--- src/rtl/lay_pkg.sv ---
// Shared types, constants and the arctangent table for the look-at angle pipeline.
// No dependencies; used by every module under rtl.
package lay_pkg;

    localparam int COORD_W = 32;               // Q16.16 coordinate width
    localparam int DIFF_W  = COORD_W + 1;      // exact difference
    localparam int NORM_W  = COORD_W + 2;      // normalized difference
    localparam int CRD_W   = 38;               // CORDIC datapath, covers gain growth
    localparam int ACC_W   = 32;               // turn accumulator, 2^-32 turn
    localparam int ANG_W   = 16;
    localparam int PROD_W  = 64;
    localparam int GAIN_SHIFT = 28;

    localparam logic [ANG_W-1:0] TURN_1Q = 16'd16384;
    localparam logic [ANG_W-1:0] TURN_3Q = 16'd49152;
    localparam logic [ACC_W-1:0] TURN_HALF = 32'h8000_0000;
    localparam logic [ACC_W-1:0] ROUND_HALF = 32'h0000_8000;
    localparam logic [28:0] GAIN_Q28 = 29'd442048841;

    localparam int CFG_IDX_W = 2;
    localparam logic [CFG_IDX_W-1:0] REG_CAMERA_X = 2'd0;
    localparam logic [CFG_IDX_W-1:0] REG_CAMERA_Y = 2'd1;
    localparam logic [CFG_IDX_W-1:0] REG_CAMERA_Z = 2'd2;

    typedef struct packed {
        logic vert;     // dx and dz both zero
        logic dy_pos;
        logic zero;     // whole vector zero
    } t_flags;

    typedef struct packed {
        logic signed [CRD_W-1:0] pitch_y;
        t_flags                  flags;
    } t_yaw_sb;

    typedef struct packed {
        logic [ACC_W-1:0] yaw_acc;
        t_flags           flags;
    } t_pitch_sb;

    // atan(2^-i) in 2^-32 turn
    function automatic logic [ACC_W-1:0] atan_turn(input logic [4:0] idx);
        logic [ACC_W-1:0] v;
        case (idx)
            5'd0:  v = 32'd536870912;
            5'd1:  v = 32'd316933406;
            5'd2:  v = 32'd167458907;
            5'd3:  v = 32'd85004756;
            5'd4:  v = 32'd42667331;
            5'd5:  v = 32'd21354465;
            5'd6:  v = 32'd10679838;
            5'd7:  v = 32'd5340245;
            5'd8:  v = 32'd2670163;
            5'd9:  v = 32'd1335087;
            5'd10: v = 32'd667544;
            5'd11: v = 32'd333772;
            5'd12: v = 32'd166886;
            5'd13: v = 32'd83443;
            5'd14: v = 32'd41722;
            5'd15: v = 32'd20861;
            5'd16: v = 32'd10430;
            5'd17: v = 32'd5215;
            5'd18: v = 32'd2608;
            5'd19: v = 32'd1304;
            5'd20: v = 32'd652;
            5'd21: v = 32'd326;
            5'd22: v = 32'd163;
            5'd23: v = 32'd81;
            5'd24: v = 32'd41;
            5'd25: v = 32'd20;
            5'd26: v = 32'd10;
            5'd27: v = 32'd5;
            5'd28: v = 32'd3;
            5'd29: v = 32'd1;
            5'd30: v = 32'd1;
            default: v = 32'd0;
        endcase
        return v;
    endfunction

endpackage

--- src/rtl/lay_norm.sv ---
// Three-stage normalizer: scales the difference vector so its largest magnitude
// lands in [2^32, 2^33). Depends on lay_pkg.
module lay_norm
    import lay_pkg::*;
(
    input  logic                     i_clk,
    input  logic                     i_rst_n,
    input  logic                     i_valid,
    input  logic signed [DIFF_W-1:0] i_dx,
    input  logic signed [DIFF_W-1:0] i_dy,
    input  logic signed [DIFF_W-1:0] i_dz,
    input  t_flags                   i_flags,
    output logic                     o_valid,
    output logic signed [NORM_W-1:0] o_dx,
    output logic signed [NORM_W-1:0] o_dy,
    output logic signed [NORM_W-1:0] o_dz,
    output t_flags                   o_flags
);

    function automatic logic [COORD_W-1:0] mag(input logic signed [DIFF_W-1:0] v);
        logic [DIFF_W-1:0] a;
        a = v[DIFF_W-1] ? DIFF_W'(-v) : DIFF_W'(v);
        return a[COORD_W-1:0];
    endfunction

    logic [2:0] r_vld;

    // stage 1: magnitudes and maximum
    logic [COORD_W-1:0]       r_m1;
    logic signed [NORM_W-1:0] r_x1, r_y1, r_z1;
    t_flags                   r_f1;
    logic [COORD_W-1:0]       n_m1, ax, ay, az;

    always_comb begin
        ax = mag(i_dx);
        ay = mag(i_dy);
        az = mag(i_dz);
        n_m1 = ax;
        if (ay > n_m1) n_m1 = ay;
        if (az > n_m1) n_m1 = az;
    end

    always_ff @(posedge i_clk) begin
        r_m1 <= n_m1;
        r_x1 <= NORM_W'(i_dx);
        r_y1 <= NORM_W'(i_dy);
        r_z1 <= NORM_W'(i_dz);
        r_f1 <= i_flags;
    end

    // stage 2: coarse shifts by 16 and 8
    logic [COORD_W-1:0]       r_m2, n_m2;
    logic signed [NORM_W-1:0] r_x2, r_y2, r_z2, n_x2, n_y2, n_z2;
    t_flags                   r_f2;

    always_comb begin
        n_m2 = r_m1;
        n_x2 = r_x1;
        n_y2 = r_y1;
        n_z2 = r_z1;
        if (n_m2[31:16] == '0) begin
            n_m2 = n_m2 << 16;
            n_x2 = n_x2 <<< 16;
            n_y2 = n_y2 <<< 16;
            n_z2 = n_z2 <<< 16;
        end
        if (n_m2[31:24] == '0) begin
            n_m2 = n_m2 << 8;
            n_x2 = n_x2 <<< 8;
            n_y2 = n_y2 <<< 8;
            n_z2 = n_z2 <<< 8;
        end
    end

    always_ff @(posedge i_clk) begin
        r_m2 <= n_m2;
        r_x2 <= n_x2;
        r_y2 <= n_y2;
        r_z2 <= n_z2;
        r_f2 <= r_f1;
    end

    // stage 3: fine shifts by 4, 2, 1, then one more to clear 2^32
    logic [COORD_W-1:0]       m3;
    logic signed [NORM_W-1:0] n_x3, n_y3, n_z3;

    always_comb begin
        m3 = r_m2;
        n_x3 = r_x2;
        n_y3 = r_y2;
        n_z3 = r_z2;
        if (m3[31:28] == '0) begin
            m3 = m3 << 4;
            n_x3 = n_x3 <<< 4;
            n_y3 = n_y3 <<< 4;
            n_z3 = n_z3 <<< 4;
        end
        if (m3[31:30] == '0) begin
            m3 = m3 << 2;
            n_x3 = n_x3 <<< 2;
            n_y3 = n_y3 <<< 2;
            n_z3 = n_z3 <<< 2;
        end
        if (m3[31] == 1'b0) begin
            n_x3 = n_x3 <<< 1;
            n_y3 = n_y3 <<< 1;
            n_z3 = n_z3 <<< 1;
        end
        n_x3 = n_x3 <<< 1;
        n_y3 = n_y3 <<< 1;
        n_z3 = n_z3 <<< 1;
    end

    always_ff @(posedge i_clk) begin
        o_dx    <= n_x3;
        o_dy    <= n_y3;
        o_dz    <= n_z3;
        o_flags <= r_f2;
    end

    always_ff @(posedge i_clk) begin
        if (!i_rst_n) begin
            r_vld <= '0;
        end else begin
            r_vld <= {r_vld[1:0], i_valid};
        end
    end

    assign o_valid = r_vld[2];

endmodule

--- config.mk ---
export PLATFORM = sky130hd
export DESIGN_NAME = lay_norm
export DESIGN_NICKNAME = d
export VERILOG_FILES = /design/src/rtl/lay_pkg.sv /design/src/rtl/lay_norm.sv
export SDC_FILE = /design/constraint.sdc
export NUM_CORES = 1
export LEC_CHECK = 0
export BUFFER_PORTS_ARGS = -buffer_cell sky130_fd_sc_hd__buf_2
export CAP_MARGIN = 20
export CELL_PAD_IN_SITES_DETAIL_PLACEMENT = 0
export CELL_PAD_IN_SITES_GLOBAL_PLACEMENT = 1
export CORE_MARGIN = 8
export CORE_UTILIZATION = 35
export CTS_CLUSTER_DIAMETER = 30
export DETAILED_ROUTE_END_ITERATION = 8
export GPL_ROUTABILITY_DRIVEN = 1
export PLACE_DENSITY = 0.62
export RECOVER_POWER = 25
export SYNTH_ARGS = -nofsm -noshare
export SYNTH_HDL_FRONTEND = slang
export SYNTH_SLANG_ARGS = --single-unit
--- constraint.sdc ---
create_clock -name i_clk -period 10.6 [get_ports i_clk]
set_input_delay 1.59 -clock i_clk [delete_from_list [all_inputs] [get_ports i_clk]]
set_output_delay 1.59 -clock i_clk [all_outputs]
set_load 0.005 [all_outputs]
### Word-level counts from Yosys, hierarchy flattened

Index checks and enable logic that the tools add are counted.

* register bits: 373
* input port bits: 105
* word-level logic and storage cells: 61

* add/sub/neg operators: 3
* $lt $le $gt $ge: 2
* mux-type cells: 24
* reductions and logical operators: 4

Operator list (count)
* 33-bit 2-to-1 mux: 15
* 32-bit 2-to-1 mux: 9
* 32-bit negator: 3
* 32-bit greater-than comparator: 2
* 16-bit zero test: 1
* 8-bit zero test: 1
* 4-bit zero test: 1
* 2-bit zero test: 1

### Depth between registers and ports, before layout

Gate-level depths: netlist of run 1.

* depth after elaboration: 6
* mapped depth: 27

### Worst setup path after synthesis of run 1

OpenSTA, ideal clock, no wires.

* path kind: input to register
* start: input i_dx[8]
* end: register r_m1[20]
* library setup time: 0.121 ns
* arrival: 7.697 ns
* path slack: 2.782 ns
* stages: 22
* path through: or4_1 nor3_1 nand4b_1 o41ai_1 xor2_1 ha_1 nand4_1 or3_1 nor4_1 o22ai_1 nor2_1 clkbuf_1 mux2_2 ha_1 nand4_1 or2_2 or3_1 a21oi_1 o32a_1 clkbuf_1 clkbuf_1 mux2_2

* word-level cells in the longest chain between the ends: 6

RTL lines
* from (decl): RTL line lay_norm.sv:9 `input logic signed [DIFF_W-1:0] i_dx,`
* 32-bit negator: RTL line lay_norm.sv:22 `a = v[DIFF_W-1] ? DIFF_W'(-v) : DIFF_W'(v);`
* 32-bit 2-to-1 mux *: RTL line lay_norm.sv:22
* 32-bit greater-than comparator: RTL line lay_norm.sv:39 `if (ay > n_m1) n_m1 = ay;`
* 32-bit 2-to-1 mux *: RTL line lay_norm.sv:39
* 32-bit greater-than comparator: RTL line lay_norm.sv:40 `if (az > n_m1) n_m1 = az;`
* 32-bit 2-to-1 mux *: RTL line lay_norm.sv:40
* via n_m1[20]: RTL line lay_norm.sv:32 `logic [COORD_W-1:0] n_m1, ax, ay, az;`
* to (signal assigned): RTL line lay_norm.sv:44 `r_m1 <= n_m1;`
* to (decl): RTL line lay_norm.sv:29 `logic [COORD_W-1:0] r_m1;`

The timed path passes the listed nets; every way through them passes the cells marked *.
A chain may end at the register's enable or synchronous reset.

### Final worst setup path of run 1

* start: input i_dx[8]
* end: register r_m1[30]

Same word-level chain as after synthesis.

==> flow_summary.toml, run 1 <==
[detailed_routing]
antenna_left = 0
drt_pass1_iterations = 5
wl_per_cell_um = 20.39
dr_total_vias = 12650
via_per_inst = 4.976
wl_mm = 51.81
drc = 0
drt-initial-drc-count = 921

[logic_synthesis]
synth_common_cells = "dfxtp_1 (347), mux2i_1 (198), nand2_1 (186)"
yosys_register_bits = 347
synth_most_common_cell = "dfxtp_1"
synth_cells = 1671
yosysSeqAreaShare_pct = 42.66
synth_area_um2 = 16280
synth_cell_types = 52
async_reset_ff_share_pct = 0
synth_top_flop_cell = "dfxtp_1"
ys.warnings.count = 0
yosysTopAreaCellShare_pct = 42.66
syn_area_per_cell_um2 = 9.745
synth_top_cell_by_area = "dfxtp_1"
synth_area_leaders = "dfxtp_1 (43%), mux2i_1 (12%), mux2_2 (7.8%), ha_1 (5.1%), nand2_1 (4.3%)"
synth-edff-count = 0

[clock_network]
root_buffer = "clkbuf_16"
clk_pin_slew_ns = 0.05
ctsResizeCount = 0
htreeDepth = 3
cts_sinks = 347
clk_latency_ns = 0.58
clock_path_buffers = 3
cts_tree = "built"
numCtsBuffers = 70
cts_hold_buf = 0
post_cts_buffers = 0

[worst_setup_path]
crit_path_start_kind = "input pin"
rrSetupSlack_ns = 6.30
r2r-start = "r_m2[31]"
max_stage_delay_ns = 0.61
reg2reg_to = "o_dx[23]"
setup.worst_path.class = "in -> reg"
cp_slowest_cell = "or4_1"
critical_path.endpoint_type = "flip-flop"
reg2regPathDepth = 8
cp.required_ns = 11.06
worstPathArrival_ns = 8.90
crit_chain = "clkbuf_1 -> or4_1 -> nor3_1 -> nand4b_1 -> o31ai_1 -> xnor2_1 -> inv_1 -> ha_1 -> nand4_1 -> or3_1 -> nor4_1 -> o22ai_1 -> nor2_4 -> mux2i_1 -> inv_1 -> ha_1 -> nand4_1 -> or2_2 -> or3_1 -> a21oi_1 -> o32a_1 -> buf_4 -> mux2_2"
worstPathMaxFanout = 23

[power]
comb_power_share_pct = 26.3
p_sw_mw = 1.623
p_seq_share_pct = 32.0
power_density_nw_per_um2 = 269.1
ir_worst_vdd_uv = 137.0
p_leak_nw = 8.656
total_power_mw = 5.461
p_int_mw = 3.838
swShare_pct = 29.72
clkPwrFrac_pct = 41.6

[placed_design]
io_buffer_count = 207
dp_hpwl_mm = 40.53
gp_congestion = 0.8630

[min_path]
hold_end = "o_flags[0]"
hp-class = "reg -> reg"
hold_depth = 0
worstHoldStart = "r_f2[0]"

[sta]
holdWs_ns = 0.3223
skew_ns = 0.01981
hold_viol = 0
finalCriticalPeriod_ns = 8.446
slew_violations = 0
max_freq_ghz = 0.1184
period_share_pct = 79.68
rsz0062_at_grt = "no"
worst_slew_pin_slew_ns = 1.020
finalSetupViolCount = 0
slew_headroom_pct = 31.81
final.setup.tns_ns = 0

[floorplanning]
std_cell_rows = 79
core_area_um2 = 46260
die_y_um = 231.7
start_util_pct = 35.20
dieArea_um2 = 53680
io_pins = 211
die_w_um = 231.7

[global_route]
grt_pass1_vias = 12750
grt_max_degree = 100
grt-ovfl-total = 0
antenna_found_initial = 3
grt_pass1_wl_mm = 77.87
grtUsageTotal_pct = 18.66

[cells_and_area]
utilization_pct = 43.87
layout-drive-gt1-share_pct = 20.18
syn2layout_area_growth_pct = 24.64
nets = 2048

[job]
drv_cap = 0

[status]
outcome = "completed"
worst max-delay path by stage:
| stage | startpoint | end | slack, ns | cells after the start |
|---|---|---|---|---|
| 2_1_floorplan | i_dx[8] | r_m1[20] | 2.78 | 22 |
| 3_3_place_gp | i_dx[8] | r_m1[22] | 1.70 | 23 |
| 3_5_place_dp | i_dx[8] | r_m1[30] | 1.61 | 23 |
| 4_1_cts | i_dx[8] | r_m1[30] | 2.17 | 23 |
| 5_1_grt | i_dx[8] | r_m1[30] | 1.80 | 23 |
| 6_report | i_dx[8] | r_m1[30] | 2.15 | 23 |
worst max-delay path, delay by kind of cell:
kind                       cells  cell delay, ns
AOI/OAI and AO/OA              4            1.22
buffers and inverters          4            0.74
xor gates and xnor gates       1            0.18
muxes                          2            0.86
adders and majority gates      2            0.60
and+or+nand+nor               10            3.68
flip-flops by register name (all words and copies together) (netlist names):
name,count
r_m1,31
r_vld,3
r_z2,33
o_flags,3
r_f1,3
r_m2,7
r_y1,33
o_dx,33
r_x2,33
r_z1,33
r_y2,33
o_dz,33
r_f2,3
r_x1,33
o_dy,33
layout make-up:
| cell class | instances | area, um^2 |
|---|---|---|
| inverter | 73 | 274.0 |
| sequential | 347 | 6947 |
| tap | 607 | 759.5 |
| fill | 4507 | 25960 |
| antenna | 1 | 2.502 |
| multi-input combinational | 1163 | 8771 |
| clock buffer | 82 | 1932 |
| timing repair buffer | 221 | 1040 |
| clock inverter | 47 | 569.3 |
per-stage QoR:
stage               setup WS, ns  instances  instance area [um^2]
floorplan                  2.782       1673                 16290
global placement           1.703       2410                 17880
detailed placement         1.605       2410                 17880
CTS                        2.169       2539                 20390
global route               1.804       2540                 20290
finish                     2.154       2541                 20290
power groups by stage:
| stage | Clock (mW) | Combinational (mW) | Sequential (mW) |
|---|---|---|---|
| after detailed placement | 0 | 1.45 | 1.78 |
| after CTS | 2.32 | 1.46 | 1.75 |
| after global placement | 0 | 1.45 | 1.78 |
| final | 2.27 | 1.44 | 1.75 |
| after global routing | 2.39 | 1.59 | 1.78 |
| after floorplan | 0 | 0.926 | 1.75 |
metal layers:
metal	up-vias	wire length, um	GRT usage, %
li1	6327	-	-
met1	5884	25140	25.77
met2	357	22760	28.58
met3	77	2645	3.787
met4	0	1264	6.610
met5	-	0	0
layout by cell type (no fill, tap or decap), drive strengths merged, types with 3 or more instances in the layout:
| cell | netlist | final |
|---|---|---|
| a211oi | 31 | 31 |
| a21o | 5 | 5 |
| a21oi | 84 | 84 |
| a221oi | 3 | 3 |
| a22o | 3 | 3 |
| a31oi | 29 | 29 |
| and2 | 59 | 59 |
| buf | 23 | 124 |
| bufinv | 0 | 9 |
| clkbuf | 67 | 179 |
| clkinv | 0 | 17 |
| clkinvlp | 0 | 9 |
| conb | 1 | 3 |
| dfxtp | 347 | 347 |
| ha | 67 | 67 |
| inv | 73 | 85 |
| mux2 | 113 | 113 |
| mux2i | 198 | 198 |
| mux4 | 3 | 3 |
| nand2 | 186 | 186 |
| nand2b | 6 | 6 |
| nand3 | 11 | 11 |
| nand3b | 7 | 7 |
| nand4 | 16 | 16 |
| nand4b | 3 | 3 |
| nor2 | 44 | 44 |
| nor2b | 4 | 4 |
| nor3 | 8 | 8 |
| nor4 | 12 | 12 |
| o21a | 8 | 8 |
| o21ai | 83 | 83 |
| o31a | 3 | 3 |
| o31ai | 25 | 25 |
| o41ai | 14 | 14 |
| or2 | 7 | 7 |
| or3 | 13 | 13 |
| or4 | 15 | 15 |
| xnor2 | 29 | 29 |
| xor2 | 61 | 61 |
logic make-up after synthesis:
group / Yosys count / synth area share (%)
other cells: 1 / 0.02303
xor+xnor: 90 / 4.841
mux: 314 / 20.40
flops: 347 / 42.66
simple gates: 393 / 11.76
buf+inv: 163 / 3.903
fa+ha+maj: 67 / 5.148
compound gates: 296 / 11.26
No activity file was read; power rests on OpenSTA's default activity.
==> run 2, diff against run 1 <==
--- a/config.mk
+++ b/config.mk
@@ -14,7 +14,7 @@
 export CTS_CLUSTER_DIAMETER = 30
 export DETAILED_ROUTE_END_ITERATION = 8
 export GPL_ROUTABILITY_DRIVEN = 1
-export PLACE_DENSITY = 0.62
+export PLACE_DENSITY = 0.64
 export RECOVER_POWER = 25
 export SYNTH_ARGS = -nofsm -noshare
 export SYNTH_HDL_FRONTEND = slang
==> constraint.sdc (replaced) <==
create_clock -name i_clk -period 7.5 [get_ports i_clk]
set_input_delay 1.125 -clock i_clk [delete_from_list [all_inputs] [get_ports i_clk]]
set_output_delay 1.125 -clock i_clk [all_outputs]
set_load 0.005 [all_outputs]
==> flow_summary.toml, run 2 (synthesis gave the netlist of run 1 again) <==
[detailed_routing]
drt-initial-drc-count = 773
via_per_inst = 5.039
wl_per_cell_um = 20.21
antenna_left = 0
drc = 0
wl_mm = 51.75
dr_total_vias = 12900
drt_pass1_iterations = 5

[clock_network]
clk_latency_ns = 0.59
root_buffer = "clkbuf_16"
clk_pin_slew_ns = 0.05
post_cts_buffers = 0
htreeDepth = 3
cts_tree = "built"
cts_hold_buf = 0
clock_path_buffers = 3
cts_sinks = 347
numCtsBuffers = 75
ctsResizeCount = 0

[worst_setup_path]
crit_family = "simple AND/OR/NAND/NOR gates"
rrSetupSlack_ns = 3.62
cp_slowest_cell = "or4_1"
worstPathArrival_ns = 7.32
setup.worst_path.class = "in -> reg"
critical_path.endpoint_type = "flip-flop"
reg2reg_to = "o_dx[23]"
worstPathMaxFanout = 24
crit_path_start_kind = "input pin"
r2r-start = "r_m2[31]"
reg2regPathDepth = 8
cp.required_ns = 7.97
cp_num_buf_inv = 6
max_stage_delay_ns = 0.59

[power]
ir_worst_vdd_uv = 227.3
p_leak_nw = 8.895
power_density_nw_per_um2 = 394.7

[floorplanning]
die_w_um = 231.7
start_util_pct = 35.20
core_area_um2 = 46260
die_y_um = 231.7
dieArea_um2 = 53680
std_cell_rows = 79
io_pins = 211

[sta]
slew_violations = 0
skew_ns = 0.02565
slew_headroom_pct = 12.84
max_freq_ghz = 0.1461
final.setup.tns_ns = 0
period_share_pct = 91.29
finalSetupViolCount = 0
hold_viol = 0
rsz0062_at_grt = "no"
worst_slew_pin_slew_ns = 1.307
finalCriticalPeriod_ns = 6.847

[placed_design]
dp_hpwl_mm = 40.12
gp_congestion = 0.8788
io_buffer_count = 207
dp.cells = 2423

[min_path]
hold_end = "r_f2[1]"
hp-class = "reg -> reg"
worstHoldStart = "r_f1[1]"
hold_depth = 0

[status]
outcome = "completed"

[cells_and_area]
layout-drive-gt1-share_pct = 20.89
final_cell_mix = "dfxtp_1 (347), mux2i_1 (198), nand2_1 (186), mux2_2 (113), buf_2 (109)"
final_common_cell = "dfxtp_1"
diodes = 0
syn2layout_area_growth_pct = 27.65
nets = 2066
instances_no_fill = 2560

[global_route]
antenna_found_initial = 2
grt_max_degree = 103
grt_pass1_wl_mm = 78.74
grtUsageTotal_pct = 18.77
grt_pass1_vias = 13070
grt-ovfl-total = 0

[job]
drv_cap = 0
-- run 2: worst register-to-register path, stage by stage, from the launching register on --
cell and delay [ns]:
dfxtp_1 0.47, or4_1 0.56, nor2_1 0.70, or3_4 0.81, buf_12 0.34, mux2_2 0.40, nor2_1 0.10, a21oi_1 0.06
mux2_2 0.31
-- run 2: worst max-delay path by stage --
stage                        from       end  slack [ns]  depth (start not counted)
after detailed placement  i_dx[8]  r_m1[26]        0.11                         25
final                     i_dx[8]  r_m1[26]        0.65                         25
after CTS                 i_dx[8]  r_m1[26]        0.71                         25
after global placement    i_dx[8]   r_m1[2]        0.17                         24
after global routing      i_dx[8]  r_m1[26]        0.29                         24
after floorplan           i_dx[8]  r_m1[20]        0.15                         22
-- run 2: cell type report --
type / count / area (um^2)
tap: 607 / 759.5
timing repair buffer: 234 / 1186
clock inverter: 45 / 758.2
sequential: 347 / 6947
inverter: 73 / 274.0
fill: 4453 / 25470
multi-input combinational: 1163 / 8771
clock buffer: 91 / 2091
-- run 2: through the flow --
stage / cell area [um^2] / hold WS [ns] / util, % / power, mW / worst slack, ns
6_report: 20790 / 0.3293 / 44.93 / 8.204 / 0.6531
3_3_place_gp: 18010 / 0.3158 / 38.94 / 4.589 / 0.1737
4_1_cts: 20880 / 0.3309 / 45.14 / 8.304 / 0.7125
2_1_floorplan: 16290 / 0.3096 / - / 3.783 / 0.1471
3_5_place_dp: 18030 / 0.3189 / 38.98 / 4.596 / 0.1073
5_1_grt: 20790 / 0.3403 / 44.93 / 8.628 / 0.2922
-- run 2: where the power goes --
group	switching, mW	total [mW]	internal [mW]
clock	1.05	3.65	2.60
combinational	1.08	2.08	0.998
sequential	0.193	2.48	2.28
total	2.32	8.20	5.88
-- run 2: layer usage --
layer  global-route usage [%]  wire length (um)  share of wire, %
met1                    26.03             24890                48
met2                    28.50             22530                44
met3                    3.433              2829               5.5
met4                    7.535              1503               2.9
met5                        0                 0                 0
==> run 3, diff against run 2 <==
--- a/config.mk
+++ b/config.mk
@@ -14,8 +14,9 @@
 export CTS_CLUSTER_DIAMETER = 30
 export DETAILED_ROUTE_END_ITERATION = 8
 export GPL_ROUTABILITY_DRIVEN = 1
-export PLACE_DENSITY = 0.64
+export PLACE_DENSITY = 0.69
 export RECOVER_POWER = 25
+export SLEW_MARGIN = 20
 export SYNTH_ARGS = -nofsm -noshare
 export SYNTH_HDL_FRONTEND = slang
 export SYNTH_SLANG_ARGS = --single-unit
==> constraint.sdc (replaced) <==
create_clock -name i_clk -period 5.77 [get_ports i_clk]
set_input_delay 0.8655 -clock i_clk [delete_from_list [all_inputs] [get_ports i_clk]]
set_output_delay 0.8655 -clock i_clk [all_outputs]
set_load 0.005 [all_outputs]
==> flow_summary.toml, run 3 (synthesis gave the netlist of run 1 again) <==
[status]
outcome = "complete, but fails checks"
violations = "negative setup slack"

[floorplanning]
start_util_pct = 35.20
die_w_um = 231.7
die_y_um = 231.7
std_cell_rows = 79
dieArea_um2 = 53680
io_pins = 211
core_area_um2 = 46260

[worst_setup_path]
max_stage_delay_ns = 0.54
worstPathArrival_ns = 6.41
critical_path.endpoint_type = "flip-flop"
cp_slowest_cell = "or4_4"
setup.worst_path.class = "in -> reg"
crit_top_cell = "buf_6"
crit_path_start_kind = "input pin"
worstPathMaxFanout = 8
cp.required_ns = 6.23

[sta]
skew_ns = 0.01142
hold_viol = 0
rsz0062_at_grt = "yes"
slew_headroom_pct = 32.95
holdWs_ns = 0.3223
finalCriticalPeriod_ns = 5.944
setup_ws_ns = -0.1742
finalSetupViolCount = 31
final.setup.tns_ns = -3.759
max_freq_ghz = 0.1682
worst_slew_pin_slew_ns = 1.003
period_share_pct = 103.0
slew_violations = 0

[power]
power_density_nw_per_um2 = 471.5
ir_worst_vdd_uv = 253.2
p_sw_mw = 3.173
swShare_pct = 29.31
total_power_mw = 10.83
p_seq_share_pct = 29.8
p_leak_nw = 10.03
p_int_mw = 7.654
clkPwrFrac_pct = 41.7
comb_power_share_pct = 28.5

[cells_and_area]
syn2layout_area_growth_pct = 41.05
layout-drive-gt1-share_pct = 32.46
instances_no_fill = 2779
final_cell_mix = "dfxtp_1 (347), mux2i_1 (191), nand2_1 (185), buf_4 (171), buf_2 (162)"
final_common_cell = "dfxtp_1"
nets = 2282
diodes = 0

[placed_design]
io_buffer_count = 207
dp.cells = 2601
gp_congestion = 0.9158
place_ws_ns = -1.223
dp_hpwl_mm = 41.61

[clock_network]
cts_tree = "built"
clock_path_buffers = 3
htreeDepth = 3
cts_sinks = 347
root_buffer = "clkbuf_16"
clk_pin_slew_ns = 0.04
clk_latency_ns = 0.59
cts_hold_buf = 0
numCtsBuffers = 79

[global_route]
grtUsageTotal_pct = 19.20
antenna_found_initial = 1
grt_pass1_vias = 14030
grt_pass1_wl_mm = 80.72
grt_max_degree = 100
grt-ovfl-total = 0

[detailed_routing]
via_per_inst = 4.902
wl_per_cell_um = 19.29
wl_mm = 53.60
drc = 0
dr_total_vias = 13620
drt-initial-drc-count = 768
antenna_left = 0
drt_pass1_iterations = 7

[min_path]
hp-class = "reg -> reg"

[job]
drv_cap = 0
==> run 3: cell count changes in the layout (fill, tap and decap cells not counted), moves of 9 or more <==
cell       delta
mux2_2       -13
ha_1         -16
buf_6        +11
bufinv_16    -10
o31ai_2       +9
mux2_4       +13
buf_2        +53
o21ai_0       -9
buf_4       +149
ha_4         +16
o31ai_1      -11
==> run 3: cell type report <==
class | instances | area, um^2
fill | 4319 | 23290
multi-input combinational | 1164 | 9490
sequential | 347 | 6947
timing repair buffer | 445 | 2751
clock buffer | 102 | 2228
tap | 607 | 759.5
clock inverter | 41 | 516.7
inverter | 73 | 274.0
==> run 3: timing repair <==
item / CTS / global route
cloned: 3 / 0
pin swaps: 31 / 24
endpoints found under the setup margin: 31 / 31
gates resized for setup: 61 / 45
setup buffers: 27 / 7
==> run 3: path summary, 6_finish.rpt <==
| check | from | endpoint | slack (ns) | cells past startpoint |
|---|---|---|---|---|
| max | i_dx[7] | r_m1[30] | -0.17 | 25 |
| min reg2reg | r_f2[2] | o_flags[2] | 0.32 | 0 |
| max reg2reg | r_m2[31] | o_dz[25] | 2.18 | 8 |
| min | r_f2[2] | o_flags[2] | 0.32 | 0 |
==> run 3: per-stage QoR <==
stage / util [%] / area (um^2)
global placement: 42.20 / 19520
finish: 49.65 / 22970
CTS: 49.53 / 22910
global route: 49.65 / 22970
detailed placement: 42.24 / 19540
floorplan: - / 16480
==> run 3: routing by layer <==
metal  vias up  wire [um]  GRT usage [%]  part of all wire, %
met3        74       2496          3.591                  4.7
met5         -          0              0                    0
li1       6800          -              -                    -
met1      6413      25820          25.90                   48
met4         0       1144          6.473                  2.1
met2       337      24140          30.54                   45
==> run 3: critical path, delay by kind of cell <==
family	cells	cell delay, ns
adders and majority gates	2	0.55
and+or+nand+nor	8	2.06
muxes	2	0.51
AOI/OAI and AO/OA	6	1.49
buffers and inverters	6	0.73
xor gates and xnor gates	1	0.17
==> run 3: power groups by stage <==
stage / Sequential, mW / Clock (mW) / Combinational [mW]
final: 3.22 / 4.52 / 3.09
after detailed placement: 3.27 / 0 / 2.90
after global placement: 3.26 / 0 / 2.88
after floorplan: 3.22 / 0 / 1.74
after CTS: 3.22 / 4.61 / 3.07
after global routing: 3.27 / 4.73 / 3.39
